<file path="config.mk">
export PLATFORM = sky130hd
export DESIGN_NAME = config_packet_deframer_flat
export DESIGN_NICKNAME = d
export VERILOG_FILES = /design/src/rtl/cpd_pkg.sv /design/src/rtl/cpd_if.sv /design/src/rtl/cpd_decode.sv /design/src/rtl/config_packet_deframer.sv /design/src/flat_wrapper.sv
export SDC_FILE = /design/constraint.sdc
export NUM_CORES = 1
export LEC_CHECK = 0
export BUFFER_PORTS_ARGS = -buffer_cell sky130_fd_sc_hd__buf_2
export CAP_MARGIN = 20
export CORE_MARGIN = 3
export CORE_UTILIZATION = 40
export DETAILED_ROUTE_END_ITERATION = 8
export GPL_TIMING_DRIVEN = 0
export PLACE_DENSITY = 0.58
export RECOVER_POWER = 25
export REMOVE_ABC_BUFFERS = 1
export SLEW_MARGIN = 10
export SYNTH_ARGS = -nofsm -noshare
export SYNTH_HDL_FRONTEND = slang
export SYNTH_SLANG_ARGS = --single-unit
export TNS_END_PERCENT = 1
</file>
<file path="constraint.sdc">
create_clock -name i_clk -period 4.4 [get_ports i_clk]
set_input_delay 1.1 -clock i_clk [delete_from_list [all_inputs] [get_ports i_clk]]
set_output_delay 1.1 -clock i_clk [all_outputs]
set_load 0.01 [all_outputs]
</file>
<file path="src/rtl/cpd_pkg.sv">
package cpd_pkg;

    localparam int unsigned WORD_W  = 32;
    localparam int unsigned COUNT_W = 27;
    localparam int unsigned ADDR_W  = 14;

    localparam int unsigned TYPE_HI   = 31;
    localparam int unsigned TYPE_LO   = 29;
    localparam int unsigned OP_HI     = 28;
    localparam int unsigned OP_LO     = 27;
    localparam int unsigned ADDR_HI   = 26;
    localparam int unsigned ADDR_LO   = 13;
    localparam int unsigned COUNT1_HI = 10;
    localparam int unsigned COUNT2_HI = 26;

    typedef enum logic [2:0] {
        WK_EMPTY   = 3'd0,
        WK_HEADER  = 3'd1,
        WK_DATA    = 3'd2,
        WK_DROPPED = 3'd3,
        WK_HALTED  = 3'd4
    } t_word_kind;

    localparam logic [2:0] PT_NOOP  = 3'd0;
    localparam logic [2:0] PT_SHORT = 3'd1;
    localparam logic [2:0] PT_LONG  = 3'd2;

    typedef struct packed {
        logic [COUNT_W-1:0] words_left;
        logic [1:0]         kind;
        logic [1:0]         opcode;
        logic [ADDR_W-1:0]  address;
        logic               emitted;
        logic               have_previous;
        logic               stopped;
    } t_state;

    typedef struct packed {
        t_word_kind        word_kind;
        logic [1:0]        packet_kind;
        logic [1:0]        packet_opcode;
        logic [ADDR_W-1:0] register_address;
        logic [WORD_W-1:0] payload_word;
        logic              last_in_packet;
    } t_result;

endpackage

</file>
<file path="src/rtl/cpd_if.sv">
interface cpd_word_if import cpd_pkg::*; ();
    logic              valid;
    logic              ready;
    logic [WORD_W-1:0] stream_word;

    modport source (output valid, output stream_word, input ready);
    modport sink   (input valid, input stream_word, output ready);
endinterface

interface cpd_result_if import cpd_pkg::*; ();
    logic              valid;
    logic              ready;
    logic [2:0]        word_kind;
    logic [1:0]        packet_kind;
    logic [1:0]        packet_opcode;
    logic [ADDR_W-1:0] register_address;
    logic [WORD_W-1:0] payload_word;
    logic              last_in_packet;

    modport source (output valid, output word_kind, output packet_kind,
                    output packet_opcode, output register_address,
                    output payload_word, output last_in_packet, input ready);
    modport sink   (input valid, input word_kind, input packet_kind,
                    input packet_opcode, input register_address,
                    input payload_word, input last_in_packet, output ready);
endinterface

</file>
<file path="src/rtl/cpd_decode.sv">
module cpd_decode import cpd_pkg::*; (
    input  t_state            i_state,
    input  logic [WORD_W-1:0] i_word,
    output t_state            o_state,
    output t_result           o_result
);

    logic [2:0]         w_type;
    logic [1:0]         w_op;
    logic [COUNT_W-1:0] w_count1;
    logic [COUNT_W-1:0] w_count2;

    assign w_type   = i_word[TYPE_HI:TYPE_LO];
    assign w_op     = i_word[OP_HI:OP_LO];
    assign w_count1 = {{(COUNT_W-COUNT1_HI-1){1'b0}}, i_word[COUNT1_HI:0]};
    assign w_count2 = i_word[COUNT2_HI:0];

    always_comb begin
        o_state  = i_state;
        o_result = '0;
        o_result.word_kind = WK_EMPTY;
        if (i_state.stopped) begin
            o_result.word_kind = WK_HALTED;
        end else if (i_state.words_left != '0) begin
            o_state.words_left      = i_state.words_left - COUNT_W'(1);
            o_result.packet_kind    = i_state.kind;
            o_result.packet_opcode  = i_state.opcode;
            o_result.last_in_packet = (i_state.words_left == COUNT_W'(1));
            if (i_state.emitted) begin
                o_result.word_kind        = WK_DATA;
                o_result.register_address = i_state.address;
                o_result.payload_word     = i_word;
            end else begin
                o_result.word_kind = WK_DROPPED;
            end
        end else begin
            case (w_type)
                PT_NOOP: begin
                    o_state.kind            = 2'd0;
                    o_state.opcode          = 2'd0;
                    o_state.address         = '0;
                    o_state.emitted         = 1'b1;
                    o_state.have_previous   = 1'b1;
                    o_result.last_in_packet = 1'b1;
                end
                PT_SHORT: begin
                    o_state.kind              = 2'd1;
                    o_state.opcode            = w_op;
                    o_state.address           = i_word[ADDR_HI:ADDR_LO];
                    o_state.emitted           = 1'b1;
                    o_state.have_previous     = 1'b1;
                    o_state.words_left        = w_count1;
                    o_result.word_kind        = (w_count1 != '0) ? WK_HEADER : WK_EMPTY;
                    o_result.packet_kind      = 2'd1;
                    o_result.packet_opcode    = w_op;
                    o_result.register_address = i_word[ADDR_HI:ADDR_LO];
                    o_result.last_in_packet   = (w_count1 == '0);
                end
                PT_LONG: begin
                    o_state.kind            = 2'd2;
                    o_state.opcode          = w_op;
                    o_state.words_left      = w_count2;
                    o_state.emitted         = i_state.have_previous;
                    o_result.word_kind      = (w_count2 != '0) ? WK_HEADER : WK_EMPTY;
                    o_result.packet_kind    = 2'd2;
                    o_result.packet_opcode  = w_op;
                    o_result.last_in_packet = (w_count2 == '0);
                    if (i_state.have_previous) begin
                        o_result.register_address = i_state.address;
                    end
                end
                default: begin
                    o_state.stopped    = 1'b1;
                    o_result.word_kind = WK_HALTED;
                end
            endcase
        end
    end

endmodule

</file>
<file path="src/rtl/config_packet_deframer.sv">
// A result is presented in the cycle after its word is transferred in.
// Throughput: one word per cycle while the sink is ready; the result
// register reloads in the same cycle the previous result is transferred out.
// Reset: synchronous, active low; clears the packet state and the halt flag
// and empties the result register.
module config_packet_deframer import cpd_pkg::*; (
    input  logic         i_clk,
    input  logic         i_rst_n,
    cpd_word_if.sink     i_word,
    cpd_result_if.source o_result
);

    t_state  r_state;
    t_state  n_state;
    t_result n_result;
    t_result r_result;
    logic    r_valid;
    logic    w_take;

    assign i_word.ready = !r_valid || o_result.ready;
    assign w_take       = i_word.valid && i_word.ready;

    cpd_decode u_decode (
        .i_state  (r_state),
        .i_word   (i_word.stream_word),
        .o_state  (n_state),
        .o_result (n_result)
    );

    always_ff @(posedge i_clk) begin
        if (!i_rst_n) begin
            r_state <= '0;
            r_valid <= 1'b0;
        end else begin
            if (w_take) begin
                r_state <= n_state;
                r_valid <= 1'b1;
            end else if (o_result.ready) begin
                r_valid <= 1'b0;
            end
        end
    end

    always_ff @(posedge i_clk) begin
        if (w_take) begin
            r_result <= n_result;
        end
    end

    assign o_result.valid            = r_valid;
    assign o_result.word_kind        = r_result.word_kind;
    assign o_result.packet_kind      = r_result.packet_kind;
    assign o_result.packet_opcode    = r_result.packet_opcode;
    assign o_result.register_address = r_result.register_address;
    assign o_result.payload_word     = r_result.payload_word;
    assign o_result.last_in_packet   = r_result.last_in_packet;

endmodule

</file>
<file path="src/flat_wrapper.sv">
// flat-port wrapper written by rule: the top's interface ports become plain ports
module config_packet_deframer_flat import cpd_pkg::*;
  (i_clk, i_rst_n, i_word_valid, i_word_stream_word, i_word_ready, o_result_valid, o_result_word_kind, o_result_packet_kind, o_result_packet_opcode, o_result_register_address, o_result_payload_word, o_result_last_in_packet, o_result_ready);
  cpd_word_if i_word_i ();
  cpd_result_if o_result_i ();
  input  logic i_clk;
  input  logic i_rst_n;
  input wire logic [$bits(i_word_i.valid)-1:0] i_word_valid;
  input wire logic [$bits(i_word_i.stream_word)-1:0] i_word_stream_word;
  output wire logic [$bits(i_word_i.ready)-1:0] i_word_ready;
  output wire logic [$bits(o_result_i.valid)-1:0] o_result_valid;
  output wire logic [$bits(o_result_i.word_kind)-1:0] o_result_word_kind;
  output wire logic [$bits(o_result_i.packet_kind)-1:0] o_result_packet_kind;
  output wire logic [$bits(o_result_i.packet_opcode)-1:0] o_result_packet_opcode;
  output wire logic [$bits(o_result_i.register_address)-1:0] o_result_register_address;
  output wire logic [$bits(o_result_i.payload_word)-1:0] o_result_payload_word;
  output wire logic [$bits(o_result_i.last_in_packet)-1:0] o_result_last_in_packet;
  input wire logic [$bits(o_result_i.ready)-1:0] o_result_ready;
  assign i_word_i.valid = i_word_valid;
  assign i_word_i.stream_word = i_word_stream_word;
  assign i_word_ready = i_word_i.ready;
  assign o_result_valid = o_result_i.valid;
  assign o_result_word_kind = o_result_i.word_kind;
  assign o_result_packet_kind = o_result_i.packet_kind;
  assign o_result_packet_opcode = o_result_i.packet_opcode;
  assign o_result_register_address = o_result_i.register_address;
  assign o_result_payload_word = o_result_i.payload_word;
  assign o_result_last_in_packet = o_result_i.last_in_packet;
  assign o_result_i.ready = o_result_ready;
  config_packet_deframer u_core (.i_clk(i_clk), .i_rst_n(i_rst_n), .i_word(i_word_i), .o_result(o_result_i));
endmodule
</file>
==> reports/qor.yml <==
grt_start_max_net_pins: 32
global_route.usage.met2_pct: 30.6
track_usage_pct: 19.3
setup_viol: 0
synth_edf_count: 54
post-dp-hpwl_um: 8580
seqPwrFrac_pct: 31.8
grt_pass1_wl_um: 20000
rows: 39
r2r_slack_ns: 0.86
cts_inserted_buffers: 9
powerDensity_nw_per_um2: 753
vias_per_cell: 5.80
pin_count: 92
num_antenna_cells: 0
root_buffer: "clkbuf_16"
numClockSinks: 103
num-nets-final: 573
ys_warn_count: 0
critPathLaunch: "i_rst_n"
clkTransAtPathRegs_ns: 0.07
synthArstFlopShare_pct: 0
initial_utilization_pct: 41.1
synth_ff_type: "edfxtp_1"
post-route-min-period_ns: 3.63
met3_usage_pct: 3.95
ant_nets: 0
gp_congestion: 0.853
rr_endpoint: "u_core.o_result.register_address[1]"
setup_tns_ns: 0
p_int_uw: 2410
tightest_slew_ns: 1.29
crit_path_start_kind: "input port"
syn_avg_cell_area_um2: 10.4
hold_path_class: "register to register"
clk_path_buf_depth: 2
die-area_um2: 13200
clkPwrFrac_pct: 21.7
drc: 0
synth-seq-cells: 103
rr_startpoint: "u_core.r_state[31]"
cap_violations: 0
worst-setup-path-type: "input port to register"
globalRouteOverflowTotal: 0
synth_cell_types: 56
p_comb_share_pct: 46.5
cts_tree: "done"
hold_end: "u_core.r_state[19]"
finalMaxSlewViolations: 0
crit_arrival_ns: 3.93
cts.htree.levels: 3
grt_use_met1_pct: 25.8
hold_depth: 2
busiest_layer: "met2"
dieWidth_um: 115
routedWlPerCell_um: 18.2
fmax_mhz: 276
grt_pass1_vias: 3776
portBuffers: 91
hold_viol_final: 0
dr.first_iter.drc_count: 263
finalCritPeriodShare_pct: 82.5
post-route-util_pct: 48.5
cts_hold_buffers: 0
endpoint_kind: "register"
die_h_um: 115
cts_resized: 0
drive_gt1_share_pct: 13.7
outcome: "complete, no violations"
syn_area_um2: 4740
antenna_found_initial: 0
holdCritStartpoint: "u_core.r_state[19]"
wl_um: 12400
area_delta_synth_final_pct: 17.8
cts_setup_buffers: 0
first_pass_iters: 5
p_leak_uw: 0.00202
rsz0062_at_grt: "false"
relSlewSlack_pct: 13.7
synthCells: 456
crit_fanout: 25
clk_latency_ns: 0.36
r2r_cells: 5
switching_share_pct: 42.8
required_ns: 4.70
fin_hold_ws_ns: 0.459
ir_drop_mv: 0.346
core_area_um2: 11500
num_vias: 3953
p_switching_uw: 1800
clock_skew_ns: 0.00929
ys_seq_area_share_pct: 54.9
-- registers in the layout, indices dropped and copies added, names as in the netlist --
register,cells
u_core.o_result.packet_opcode,2
u_core.o_result.register_address,14
u_core.o_result.payload_word,32
u_core.o_result.word_kind,3
u_core.o_result.valid,1
u_core.r_state,48
u_core.o_result.last_in_packet,1
u_core.o_result.packet_kind,2
-- how the worst max path moves through the flow --
| stage | to | slack [ns] | cells after the start |
|---|---|---|---|
| floorplan | u_core.o_result.last_in_packet | 1.49 | 3 |
| global placement | u_core.o_result.register_address[1] | 0.39 | 5 |
| CTS | u_core.o_result.register_address[1] | 0.85 | 5 |
| global route | u_core.o_result.register_address[1] | 0.60 | 5 |
| detailed placement | u_core.o_result.register_address[8] | 0.90 | 5 |
| finish | u_core.r_state[6] | 0.77 | 4 |
-- metrics by stage --
step	std cells	setup slack (ns)	power (uW)	area, um^2
3_5_place_dp	666	0.902	3290	5310
6_report	682	0.772	4200	5580
3_3_place_gp	661	0.387	3220	5240
5_1_grt	682	0.597	4510	5580
2_1_floorplan	427	1.49	2710	4610
4_1_cts	682	0.849	4220	5650
-- Yosys cell counts (all sizes together), types with 4 or more instances --
master  count  area, um^2
edfxtp     54        1620
o21ai      18        93.8
buf         7        48.8
a21oi      26         134
o22ai      10        62.6
o311ai      5        43.8
nand2      35         134
nor3       26         153
nand2b      4        25.0
or3         7        48.8
a32oi       4        35.0
nor4       17         128
dfxtp      49         981
and2       35         219
a22o       28         245
clkbuf     22        82.6
nand4       5        31.3
inv         6        22.5
nor2       25        93.8
o211ai      4        30.0
nand3      13        65.1
a31oi      14        87.6
-- kinds of logic after synthesis --
group                      after synthesis  synth area share [%]
and+or+nand+nor                        184                  21.7
AOI/OAI and AO/OA                      129                  18.9
DFF                                    103                  54.9
buffers and inverters                   35                  3.25
adders and majority gates                3                 0.792
muxes                                    2                 0.423
-- placed cells by master, fill, tap and decap left out, drive strengths merged, types with 2 or more instances in the layout --
master	instances
o22ai	10
a31oi	14
o41ai	2
o21bai	3
or3	7
nand4	5
ha	3
a32o	2
o211ai	4
and3	3
nand2	35
nand3b	2
a21oi	26
nor4	17
a22o	28
a31o	2
edfxtp	54
nand2b	4
clkinv	3
mux2i	2
buf	43
o311ai	5
nor4b	2
a211oi	2
nor3b	3
o21a	3
dfxtp	49
bufinv	3
and2	35
a32oi	4
or4	3
inv	6
nand3	13
o21ai	18
nor3	26
clkbuf	63
nor2	25
-- critical path: stages --
cell      delay [ns]
clkbuf_1        0.92
inv_1           0.58
a21oi_1         1.03
a22o_1          0.29
-- per-layer routing --
layer / vias up / part of all wire (%)
met4: 0 / 1.8
met3: 15 / 6.1
met2: 127 / 46
met5: - / 0
li1: 1908 / -
met1: 1903 / 46
-- power groups by stage --
stage | logic [uW] | registers, uW | clock network, uW
finish | 1950 | 1340 | 913
global placement | 1870 | 1350 | 0
CTS | 1950 | 1330 | 934
global route | 2180 | 1360 | 974
detailed placement | 1940 | 1350 | 0
floorplan | 1360 | 1350 | 0
-- final cells by class --
| type | count | area, um^2 |
|---|---|---|
| well taps | 143 | 179 |
| clock buffers | 10 | 229 |
| repair buffers | 96 | 447 |
| inverters | 6 | 22.5 |
| fillers | 1101 | 5930 |
| multi-input cells | 318 | 1990 |
| clock inverters | 6 | 109 |
| flip-flops and latches | 103 | 2600 |
Power figures use the tool's default switching activity.
